**src/hw/rtl/m3h_pkg.sv**
```systemverilog
// Shared constants, types and helpers for the MurmurHash3 x86_32 core.
`default_nettype none
package m3h_pkg;

    localparam logic [31:0] C1 = 32'hcc9e2d51;
    localparam logic [31:0] C2 = 32'h1b873593;
    localparam logic [31:0] MIX_ADD = 32'he6546b64;
    localparam logic [31:0] F1 = 32'h85ebca6b;
    localparam logic [31:0] F2 = 32'hc2b2ae35;

    localparam int QUEUE_DEPTH = 4;

    typedef struct packed {
        logic        do_mix;
        logic        do_final;
        logic        load;
        logic [31:0] seed;
        logic [31:0] word;
        logic [23:0] tail;
        logic [1:0]  tail_cnt;
        logic [31:0] length;
    } m3h_job_t;

    typedef enum logic [3:0] {
        ST_IDLE,
        ST_MIX_A,
        ST_MIX_B,
        ST_MIX_C,
        ST_TAIL_A,
        ST_TAIL_B,
        ST_FIN_A,
        ST_FIN_B,
        ST_FIN_C
    } m3h_state_t;

    function automatic logic [31:0] rotl32(input logic [31:0] x, input int r);
        return (x << r) | (x >> (32 - r));
    endfunction

endpackage
`default_nettype wire

```
**src/hw/rtl/m3h_front.sv**
```systemverilog
// Front end: takes byte beats, packs words, tracks length and seed, issues jobs.
`default_nettype none
module m3h_front (
    input  wire logic             aclk,
    input  wire logic             aresetn,
    input  wire logic             cfg_we,
    input  wire logic [31:0]      cfg_wdata,
    input  wire logic             s_valid,
    output logic                  s_ready,
    input  wire logic [7:0]       s_data_byte,
    input  wire logic             s_byte_valid,
    input  wire logic             s_last,
    input  wire logic             q_full,
    output logic                  q_push,
    output m3h_pkg::m3h_job_t     q_job
);
    import m3h_pkg::*;

    logic [31:0] seed_reg, seed_next;
    logic [31:0] msg_seed_reg, msg_seed_next;
    logic        pend_load_reg, pend_load_next;
    logic [23:0] buf_reg, buf_next;
    logic [1:0]  cnt_reg, cnt_next;
    logic [31:0] len_reg, len_next;

    logic        accept;
    logic        mix;
    logic [31:0] word;
    logic [23:0] buf_acc;
    logic [1:0]  cnt_acc;
    logic [31:0] len_acc;

    assign s_ready = !q_full;
    assign accept  = s_valid && s_ready;

    always_comb begin
        buf_acc = buf_reg;
        cnt_acc = cnt_reg;
        len_acc = len_reg;
        mix     = 1'b0;
        word    = {8'd0, buf_reg};
        if (s_byte_valid) begin
            len_acc = len_reg + 32'd1;
            case (cnt_reg)
                2'd0: begin
                    buf_acc[7:0] = s_data_byte;
                    cnt_acc      = 2'd1;
                end
                2'd1: begin
                    buf_acc[15:8] = s_data_byte;
                    cnt_acc       = 2'd2;
                end
                2'd2: begin
                    buf_acc[23:16] = s_data_byte;
                    cnt_acc        = 2'd3;
                end
                default: begin
                    word    = {s_data_byte, buf_reg};
                    mix     = 1'b1;
                    buf_acc = '0;
                    cnt_acc = 2'd0;
                end
            endcase
        end

        q_push         = accept && (mix || s_last);
        q_job.do_mix   = mix;
        q_job.do_final = s_last;
        q_job.load     = pend_load_reg;
        q_job.seed     = msg_seed_reg;
        q_job.word     = word;
        q_job.tail     = buf_acc;
        q_job.tail_cnt = cnt_acc;
        q_job.length   = len_acc;

        seed_next      = seed_reg;
        msg_seed_next  = msg_seed_reg;
        pend_load_next = pend_load_reg;
        buf_next       = buf_reg;
        cnt_next       = cnt_reg;
        len_next       = len_reg;

        if (accept) begin
            if (s_last) begin
                buf_next       = '0;
                cnt_next       = 2'd0;
                len_next       = '0;
                msg_seed_next  = seed_reg;
                pend_load_next = 1'b1;
            end else begin
                buf_next = buf_acc;
                cnt_next = cnt_acc;
                len_next = len_acc;
                if (mix) begin
                    pend_load_next = 1'b0;
                end
            end
        end

        if (cfg_we) begin
            seed_next = cfg_wdata;
            if (len_reg == 32'd0 && cnt_reg == 2'd0) begin
                msg_seed_next  = cfg_wdata;
                pend_load_next = 1'b1;
            end
        end
    end

    always_ff @(posedge aclk) begin
        if (!aresetn) begin
            seed_reg      <= '0;
            msg_seed_reg  <= '0;
            pend_load_reg <= 1'b1;
            buf_reg       <= '0;
            cnt_reg       <= 2'd0;
            len_reg       <= '0;
        end else begin
            seed_reg      <= seed_next;
            msg_seed_reg  <= msg_seed_next;
            pend_load_reg <= pend_load_next;
            buf_reg       <= buf_next;
            cnt_reg       <= cnt_next;
            len_reg       <= len_next;
        end
    end

endmodule
`default_nettype wire

```
**src/hw/rtl/m3h_queue.sv**
```systemverilog
// Small job queue between front and back ends.
`default_nettype none
module m3h_queue #(
    parameter int DEPTH = m3h_pkg::QUEUE_DEPTH
) (
    input  wire logic              aclk,
    input  wire logic              aresetn,
    input  wire logic              push,
    input  wire m3h_pkg::m3h_job_t push_job,
    output logic                   full,
    input  wire logic              pop,
    output logic                   not_empty,
    output m3h_pkg::m3h_job_t      pop_job
);
    import m3h_pkg::*;

    localparam int PW = (DEPTH > 1) ? $clog2(DEPTH) : 1;
    localparam int CW = $clog2(DEPTH + 1);
    localparam logic [PW-1:0] LAST_IDX = PW'(DEPTH - 1);
    localparam logic [CW-1:0] FULL_CNT = CW'(DEPTH);

    m3h_job_t      entry_reg [DEPTH];
    logic [PW-1:0] wr_ptr_reg, wr_ptr_next;
    logic [PW-1:0] rd_ptr_reg, rd_ptr_next;
    logic [CW-1:0] cnt_reg, cnt_next;
    logic          do_push, do_pop;

    assign full      = (cnt_reg == FULL_CNT);
    assign not_empty = (cnt_reg != '0);
    assign pop_job   = entry_reg[rd_ptr_reg];
    assign do_push   = push && !full;
    assign do_pop    = pop && not_empty;

    always_comb begin
        wr_ptr_next = wr_ptr_reg;
        rd_ptr_next = rd_ptr_reg;
        cnt_next    = cnt_reg;
        if (do_push) begin
            wr_ptr_next = (wr_ptr_reg == LAST_IDX) ? '0 : wr_ptr_reg + PW'(1);
        end
        if (do_pop) begin
            rd_ptr_next = (rd_ptr_reg == LAST_IDX) ? '0 : rd_ptr_reg + PW'(1);
        end
        if (do_push && !do_pop) begin
            cnt_next = cnt_reg + CW'(1);
        end else if (do_pop && !do_push) begin
            cnt_next = cnt_reg - CW'(1);
        end
    end

    always_ff @(posedge aclk) begin
        if (do_push) begin
            entry_reg[wr_ptr_reg] <= push_job;
        end
    end

    always_ff @(posedge aclk) begin
        if (!aresetn) begin
            wr_ptr_reg <= '0;
            rd_ptr_reg <= '0;
            cnt_reg    <= '0;
        end else begin
            wr_ptr_reg <= wr_ptr_next;
            rd_ptr_reg <= rd_ptr_next;
            cnt_reg    <= cnt_next;
        end
    end

endmodule
`default_nettype wire

```
**src/hw/rtl/m3h_back.sv**
```systemverilog
// Back end: word mixing, tail fold and fmix32 on one shared multiplier.
`default_nettype none
module m3h_back (
    input  wire logic              aclk,
    input  wire logic              aresetn,
    input  wire logic              q_not_empty,
    input  wire m3h_pkg::m3h_job_t q_job,
    output logic                   q_pop,
    output logic                   m_valid,
    input  wire logic              m_ready,
    output logic [31:0]            m_hash_value
);
    import m3h_pkg::*;

    m3h_state_t  state_reg, state_next;
    m3h_job_t    job_reg, job_next;
    logic [31:0] h_reg, h_next;
    logic [31:0] prod_reg, prod_next;
    logic        out_valid_reg, out_valid_next;
    logic [31:0] out_hash_reg, out_hash_next;

    logic [31:0] mul_a, mul_b, mul_p;
    logic [31:0] hx, fx, gx;
    logic        out_free;

    assign mul_p    = mul_a * mul_b;
    assign out_free = !out_valid_reg || m_ready;
    assign hx       = rotl32(h_reg ^ prod_reg, 13);
    assign fx       = h_reg ^ ((job_reg.tail_cnt != 2'd0) ? prod_reg : 32'd0)
                      ^ job_reg.length;
    assign gx       = prod_reg ^ (prod_reg >> 13);

    always_comb begin
        state_next     = state_reg;
        job_next       = job_reg;
        h_next         = h_reg;
        prod_next      = prod_reg;
        out_valid_next = out_valid_reg;
        out_hash_next  = out_hash_reg;
        q_pop          = 1'b0;
        mul_a          = '0;
        mul_b          = '0;

        if (m_ready) begin
            out_valid_next = 1'b0;
        end

        unique case (state_reg)
            ST_IDLE: begin
                if (q_not_empty) begin
                    q_pop    = 1'b1;
                    job_next = q_job;
                    if (q_job.load) begin
                        h_next = q_job.seed;
                    end
                    state_next = q_job.do_mix ? ST_MIX_A : ST_TAIL_A;
                end
            end
            ST_MIX_A: begin
                mul_a      = job_reg.word;
                mul_b      = C1;
                prod_next  = mul_p;
                state_next = ST_MIX_B;
            end
            ST_MIX_B: begin
                mul_a      = rotl32(prod_reg, 15);
                mul_b      = C2;
                prod_next  = mul_p;
                state_next = ST_MIX_C;
            end
            ST_MIX_C: begin
                h_next     = (hx << 2) + hx + MIX_ADD;
                state_next = job_reg.do_final ? ST_TAIL_A : ST_IDLE;
            end
            ST_TAIL_A: begin
                mul_a      = {8'd0, job_reg.tail};
                mul_b      = C1;
                prod_next  = mul_p;
                state_next = ST_TAIL_B;
            end
            ST_TAIL_B: begin
                mul_a      = rotl32(prod_reg, 15);
                mul_b      = C2;
                prod_next  = mul_p;
                state_next = ST_FIN_A;
            end
            ST_FIN_A: begin
                mul_a      = fx ^ (fx >> 16);
                mul_b      = F1;
                prod_next  = mul_p;
                state_next = ST_FIN_B;
            end
            ST_FIN_B: begin
                mul_a      = gx;
                mul_b      = F2;
                prod_next  = mul_p;
                state_next = ST_FIN_C;
            end
            ST_FIN_C: begin
                if (out_free) begin
                    out_valid_next = 1'b1;
                    out_hash_next  = prod_reg ^ (prod_reg >> 16);
                    state_next     = ST_IDLE;
                end
            end
            default: begin
                state_next = ST_IDLE;
            end
        endcase
    end

    always_ff @(posedge aclk) begin
        if (!aresetn) begin
            state_reg     <= ST_IDLE;
            out_valid_reg <= 1'b0;
        end else begin
            state_reg     <= state_next;
            out_valid_reg <= out_valid_next;
        end
    end

    always_ff @(posedge aclk) begin
        job_reg      <= job_next;
        h_reg        <= h_next;
        prod_reg     <= prod_next;
        out_hash_reg <= out_hash_next;
    end

    assign m_valid      = out_valid_reg;
    assign m_hash_value = out_hash_reg;

endmodule
`default_nettype wire

```
**src/hw/rtl/murmur3_32_string_hash_core.sv**
```systemverilog
// Top level of the streaming MurmurHash3 x86_32 byte hasher.
//
// Input channel (s_*): one byte beat per cycle with s_byte_valid and s_last.
// A beat with s_last and no byte closes an empty message; a beat with
// neither flag is dropped. Result channel (m_*): one hash beat per message.
// cfg_we/cfg_wdata write the seed; it applies from the next message start,
// or at once while the current message has taken no bytes.
//
// The front end packs bytes and takes one beat per cycle while the job
// queue has room. On one shared 32x32 multiplier the back end handles a
// full word as queue pop, two multiplies and hash update, a message end
// as pop, tail scramble and fmix32, and both in turn when the last beat
// also completes a word. Long messages run at one byte a cycle while
// results are taken; short messages are bounded by the per-message cost.
// m_valid rises once the job of the last beat has left the queue and run
// through the back end, behind any work still ahead of it there. Queue
// depth is QUEUE_DEPTH jobs.
//
// Reset clears seed to 0 and empties the queue and the output register.
// When m_ready is low the result holds in the output register; the back
// end halts at the next message end and the queue fills, then s_ready drops.
`default_nettype none
module murmur3_32_string_hash_core #(
    parameter int QUEUE_DEPTH = m3h_pkg::QUEUE_DEPTH
) (
    input  wire logic        aclk,
    input  wire logic        aresetn,
    input  wire logic        cfg_we,
    input  wire logic [31:0] cfg_wdata,
    input  wire logic        s_valid,
    output logic             s_ready,
    input  wire logic [7:0]  s_data_byte,
    input  wire logic        s_byte_valid,
    input  wire logic        s_last,
    output logic             m_valid,
    input  wire logic        m_ready,
    output logic [31:0]      m_hash_value
);
    import m3h_pkg::*;

    logic     q_full;
    logic     q_push;
    m3h_job_t q_in_job;
    logic     q_not_empty;
    logic     q_pop;
    m3h_job_t q_out_job;

    m3h_front u_front (
        .aclk         (aclk),
        .aresetn      (aresetn),
        .cfg_we       (cfg_we),
        .cfg_wdata    (cfg_wdata),
        .s_valid      (s_valid),
        .s_ready      (s_ready),
        .s_data_byte  (s_data_byte),
        .s_byte_valid (s_byte_valid),
        .s_last       (s_last),
        .q_full       (q_full),
        .q_push       (q_push),
        .q_job        (q_in_job)
    );

    m3h_queue #(
        .DEPTH (QUEUE_DEPTH)
    ) u_queue (
        .aclk      (aclk),
        .aresetn   (aresetn),
        .push      (q_push),
        .push_job  (q_in_job),
        .full      (q_full),
        .pop       (q_pop),
        .not_empty (q_not_empty),
        .pop_job   (q_out_job)
    );

    m3h_back u_back (
        .aclk         (aclk),
        .aresetn      (aresetn),
        .q_not_empty  (q_not_empty),
        .q_job        (q_out_job),
        .q_pop        (q_pop),
        .m_valid      (m_valid),
        .m_ready      (m_ready),
        .m_hash_value (m_hash_value)
    );

endmodule
`default_nettype wire

```
**config.mk**
```make
export PLATFORM = sky130hd
export DESIGN_NAME = murmur3_32_string_hash_core
export DESIGN_NICKNAME = d
export VERILOG_FILES = /design/src/hw/rtl/m3h_pkg.sv /design/src/hw/rtl/m3h_front.sv /design/src/hw/rtl/m3h_queue.sv /design/src/hw/rtl/m3h_back.sv /design/src/hw/rtl/murmur3_32_string_hash_core.sv
export SDC_FILE = /design/constraint.sdc
export NUM_CORES = 2
export LEC_CHECK = 0
export ABC_AREA = 0
export BUFFER_PORTS_ARGS = -buffer_cell sky130_fd_sc_hd__buf_2
export CORE_MARGIN = 5
export CORE_UTILIZATION = 50
export DETAILED_ROUTE_END_ITERATION = 6
export PLACE_DENSITY = 0.78
export SYNTH_ARGS = -nofsm -noshare
export SYNTH_HDL_FRONTEND = slang
export SYNTH_SLANG_ARGS = --single-unit
```
**constraint.sdc**
```tcl
create_clock -name aclk -period 7.9 [get_ports aclk]
set_input_delay 0.79 -clock aclk [delete_from_list [all_inputs] [get_ports aclk]]
set_output_delay 0.79 -clock aclk [all_outputs]
set_load 0.02 [all_outputs]
```
# ---- Word-level counts from Yosys, hierarchy flattened
# Memories as Yosys holds them, arrays and structs flattened. A register that Yosys moved wholly into a read port is not among the register bits.
# Cells that the tools add are included.
dict set report op_classes {
  n_addsub 7
  mul 1
  eq_ne 16
  mux 47
  n_bitwise 8
  reduce_logical 31
}
# op count
set op_table {}
lappend op_table {{$mux W32} 11}
lappend op_table {{$pmux W32 S5} 1}
lappend op_table {{$pmux W32 S4} 1}
lappend op_table {{$xor A32 B32 Y32} 3}
lappend op_table {{$pmux W32 S2} 1}
lappend op_table {{$xor A32 B16 Y32} 2}
lappend op_table {{$mux W24} 2}
lappend op_table {{$pmux W8 S2} 3}
lappend op_table {{$pmux W4 S9} 1}
lappend op_table {{$add A32 B1 Y32 const B} 1}
lappend op_table {{$add A32 B32 Y32} 1}
lappend op_table {{$add A32 B32 Y32 const B} 1}
lappend op_table {{$logic_not A32 Y1} 1}
lappend op_table {{$mul A32 B32 Y32} 1}
lappend op_table {{$or A32 B13 Y32} 1}
lappend op_table {{$or A32 B15 Y32} 1}
lappend op_table {{$xor A32 B19 Y32} 1}
lappend op_table {{$eq A4 B3 Y1 const B} 4}
lappend op_table {{$mux W1} 14}
lappend op_table {{$mux W2} 6}
lappend op_table {{$mux W3} 4}
lappend op_table {{$reduce_or A2 Y1} 5}
lappend op_table {{$eq A4 B2 Y1 const B} 2}
lappend op_table {{$mux W4} 2}
lappend op_table {{other kinds (22)} 40}
dict set report totals {
  reg_bits 322
  mem_bits_rw 500
  inputBits 47
  out_inout_bits 34
  word_cells 130
  n_memories 1
}
# memory words width rd rd_clocked_by_memory_dff write_ports line
set memory_table {}
lappend memory_table {u_queue.entry_reg 4 125 1 1 1 m3h_queue.sv:22} ;# m3h_job_t entry_reg [DEPTH];

# ---- Longest topological paths before layout
dict set report depth {
  ltp_word 11
  ltp_mapped 36
  depth_no_buf 34
}

# ---- Modules after synthesis
# Synthesis repeated with hierarchy kept, for this count alone.
dict set report unflattened {
  cells_unflattened 3748
  area_unflattened_um2 48839.3
}
# module instances cells_each area_per_inst_um2 seq_area_each_um2
set modules_own_cells {}
lappend modules_own_cells {m3h_back 1 2349 24174.4 5715.5}
lappend modules_own_cells {m3h_queue 1 704 18480.2 15194.6}
lappend modules_own_cells {m3h_front 1 695 6184.7 2462.4}

# ---- Worst setup path before layout
# Ideal clock, no wire load.
dict set report synth_timing {
  kind {register to register}
  startpoint {register u_back.state_reg[2]}
  endpoint {register u_back.prod_reg[31] (data pin)}
  setup_time_ns 0.260
  arrival_time_ns 8.147
  t_required_ns 7.640
  slack_ns -0.507
  stages_incl_launch_ff 30
  n_path_buf 3
  period_less_slack_ns 8.407
  cell_sequence {dfxtp_1 -> buf_4 -> nand3b_1 -> a21oi_4 -> buf_6 -> buf_4 -> and2_1 -> a221o_1 -> or2_2 -> nor2_1 -> nor2_1 -> fa_1 -> fa_1 -> fa_1 -> inv_1 -> fa_1 -> inv_1 -> fa_1 -> inv_1 -> fa_1 -> inv_1 -> fa_1 -> fa_1 -> ha_1 -> a211oi_1 -> a32o_1 -> o21ai_0 -> or4b_2 -> a31oi_1 -> xnor2_1}
}
dict set report synth_between {
  elab_chain_len 4
  word_cells_on_any_way 11
  classes_between {mul (1); eq/ne (6); mux (2); reduce/logical (2)}
}
# element line
set synth_lines {}
lappend synth_lines {{from (decl)} m3h_back.sv:15} ;# m3h_state_t state_reg, state_next;
lappend synth_lines {{from (signal assigned)} m3h_back.sv:117} ;# state_reg <= state_next;
lappend synth_lines {{$eq A4 B2 Y1 (tied with other cells)} m3h_back.sv:48} ;# unique case (state_reg)
lappend synth_lines {{$reduce_or A2 Y1 (no line)} -}
lappend synth_lines {{$pmux W32 S5 or $pmux W32 S4 (tied branches)} m3h_back.sv:48}
lappend synth_lines {{$mul A32 B32 Y32 (*)} m3h_back.sv:26} ;# assign mul_p = mul_a * mul_b;
lappend synth_lines {{via u_back.mul_p[31]} m3h_back.sv:22} ;# logic [31:0] mul_a, mul_b, mul_p;
lappend synth_lines {{to (signal assigned)} m3h_back.sv:125} ;# prod_reg <= prod_next;
lappend synth_lines {{to (decl)} m3h_back.sv:18} ;# logic [31:0] prod_reg, prod_next;
# Mark *: on every way through the listed nets, which the timed path passes. The rest lies on a longest branch.
# A chain may end at the register's enable or synchronous reset.

# ---- Final worst setup path
dict set report layout_timing {
  startpoint {register u_back.state_reg[1]}
  endpoint {register u_back.prod_reg[31] (data pin)}
}
# The elaborated chain is that of the path after synthesis.

==> results_dict.tcl <==
set metrics [dict create \
    outcome "finished with violations" \
    violations "negative setup slack" \
    io_pins 81 \
    netlist_area_um2 49200 \
    dieWidth_um 324 \
    initial_utilization_pct 50.2 \
    crit_required_ps 8350 \
    synth_largest_area_cell "edfxtp_1" \
    reg2reg_from "u_back.state_reg[1]" \
    area_growth_pct 19.0 \
    worstPathMaxFanout 6 \
    routed_wl_um 159000 \
    synth_ff_type "edfxtp_1" \
    max-slew-margin-rel_pct 21.4 \
    fin_crit_sh_pct 101 \
    hold_start "cfg_wdata[31]" \
    via_per_inst 5.72 \
    drc_errors 0 \
    cp_num_buf_inv 7 \
    synth-async-reset-ratio_pct 0 \
    period_minus_slack_ps 7980 \
    cts_made_buffers 84 \
    whs_path_depth 2 \
    clock_latency_ps 700 \
    drtPass1Iterations 6 \
    finalMaxSlewViolations 0 \
    synth_nets 4474 \
    busiest_layer "met2" \
    core_um2 98100 \
    ctsHoldBuffers 0 \
    grt_overflow 0 \
    cts_sinks 824 \
    drtAntennaViolNets 0 \
    setup_tns_ps -78.5 \
    cts_root_buffer "clkbuf_16" \
    critical-path-max-stage-delay_ps 560 \
    yosysTopAreaCellShare_pct 41.9 \
    cap_viol_max_count 0 \
    grtUsageMet2_pct 49.0 \
    critPathSlowestCell "fa_1" \
    endpoint_kind "flip-flop" \
    fillCellCount 7688 \
    worstSetupPathType "flip-flop to flip-flop" \
    synth-seq-area-share_pct 47.5 \
    hpwl_um 124000 \
    r2r_cells 30 \
    synthCells 3828 \
    holdWs_ps 352 \
    hold_viol 0 \
    synthesis.yosys.warnings 0 \
    ys_seq_elements 824 \
    met3_usage_pct 4.96 \
    crit_family "adder cells" \
    path_common_cell "fa_1" \
    largest_reg_flops 500 \
    critPathLaunchType "flip-flop" \
    antenna_found_initial 6 \
    rsz0062_at_grt "true" \
    die_h_um 324 \
    path_clk_slew_ps 70 \
    setup_violations 1 \
    grt_pass1_vias 33947 \
    drtIter0Drc 3499 \
    hold_end "u_front.msg_seed_reg[31]" \
    cts_htree_levels 3 \
    drive_gt1_share_pct 24.1 \
    vias 32774 \
    skew_ps 53.0 \
    cts_max_path_buffers 3 \
    syn_avg_cell_area_um2 12.9 \
    synth_area_leaders "edfxtp_1, fa_1, mux4_2, dfxtp_1, ha_1" \
    tightest_slew_ps 1170 \
    r2r_end "u_back.prod_reg[31]" \
    grt_pass1_wl_um 230000 \
    synth_edf_count 687 \
    r2r_slack_ps -80 \
    nets 5021 \
    grt_use_total_pct 30.6 \
    clock.fmax_mhz 125 \
    critPathArrivalTime_ps 8430 \
    tritoncts "done" \
    fin_ws_ps -78.5 \
    core.rowCount 115 \
    wire_per_inst_um 27.8 \
    place_congestion 1.06 \
    synth_cell_types 82 \
    die_area_um2 105000 \
    hold_path_class "input pin to flip-flop" \
    met1_usage_pct 39.9 \
    grt_max_degree 90 \
    port_buffers 80 \
]
## synthesized netlist by cell type, drive strengths merged (5+ instances only)
master  number
edfxtp     687
inv        633
fa         406
nand2      269
ha         193
xnor2      175
dfxtp      137
nor2       136
mux4       125
clkbuf     120
xor2       102
o21ai      101
nand3       97
nor2b       96
a21oi       61
a22oi       60
buf         46
mux2i       39
a21o        37
o211a       33
a22o        26
and3        26
and2        25
nor3        21
o21a        18
nand4       15
a31oi       14
nand2b      14
or2         12
o21bai       8
or3          8
a21boi       7
a221o        6
nor4         6
o211ai       6
o31ai        5
xnor3        5
## repair_timing
action	CTS	global route
setup endpoints to repair	10	13
cloned	1	0
pin swaps	35	35
setup buffers	17	13
resized for setup	73	77
## worst max path at each step
stage | startpoint | end | slack, ps | depth (start not counted)
after floorplan | u_back.state_reg[2] | u_back.prod_reg[31] | 60 | 30
after global routing | u_back.state_reg[2] | u_back.prod_reg[31] | -260 | 28
final | u_back.state_reg[1] | u_back.prod_reg[31] | -80 | 30
after detailed placement | u_back.state_reg[2] | u_back.prod_reg[31] | -460 | 28
after global placement | u_back.job_reg[33] | u_back.prod_reg[31] | -350 | 28
after CTS | u_back.state_reg[0] | u_back.prod_reg[29] | -4 | 37
## metrics by stage
stage	cells	area [um2]	setup slack (ps)	utilization, %
final	5732	58600	-78.5	59.7
after global routing	5730	58600	-261	59.7
after CTS	5717	58200	-4.42	59.3
after detailed placement	5545	55000	-458	56.0
after global placement	5545	55000	-355	56.0
after floorplan	3828	49400	62.3	-
## metal layers
metal  routed length (um)  share of wire, %
met5                   27             0.017
met4                11500               7.2
met3                12500               7.9
met2                74000                47
met1                61100                38
## cells in the final DEF (no fill, tap or decap), types with 37 or more instances in the layout
cell and instances:
xnor2_1 160, nor2_1 110, mux4_2 125, ha_1 182, a21oi_1 51, fa_1 382, mux2i_1 39, a22oi_1 57
inv_1 621, a21o_1 37, buf_4 514, buf_2 79, nor2b_1 95, clkbuf_16 86, dfxtp_1 131, edfxtp_1 687
xor2_1 100, nand3_1 93, o21ai_0 78, nand2_1 241
## kinds of logic (layout without fill, tap and decap cells)
kind of cell	Yosys count	count (layout)	synth area share, %
muxes	164	164	6.51
buffers and inverters	799	1413	6.19
DFF	824	824	47.5
AOI/OAI and AO/OA	417	417	5.98
xor gates and xnor gates	282	282	5.19
other	0	2	0
and+or+nand+nor	743	744	7.25
adders and majority gates	599	599	21.4
## final cells by class
cell class	instances	area, um2	area share [%]
multi-input cells	2206	23600	40.3
flip-flops and latches	824	23400	39.9
repair buffers	626	4820	8.23
clock buffers	118	2390	4.08
inverters	633	2380	4.06
well taps	1287	1610	2.75
clock inverters	36	412	0.703
diodes	2	5.00	0.00854
Power is not shown: default switching activity piles up to over one toggle a cycle in this logic, so the estimate is an artifact.
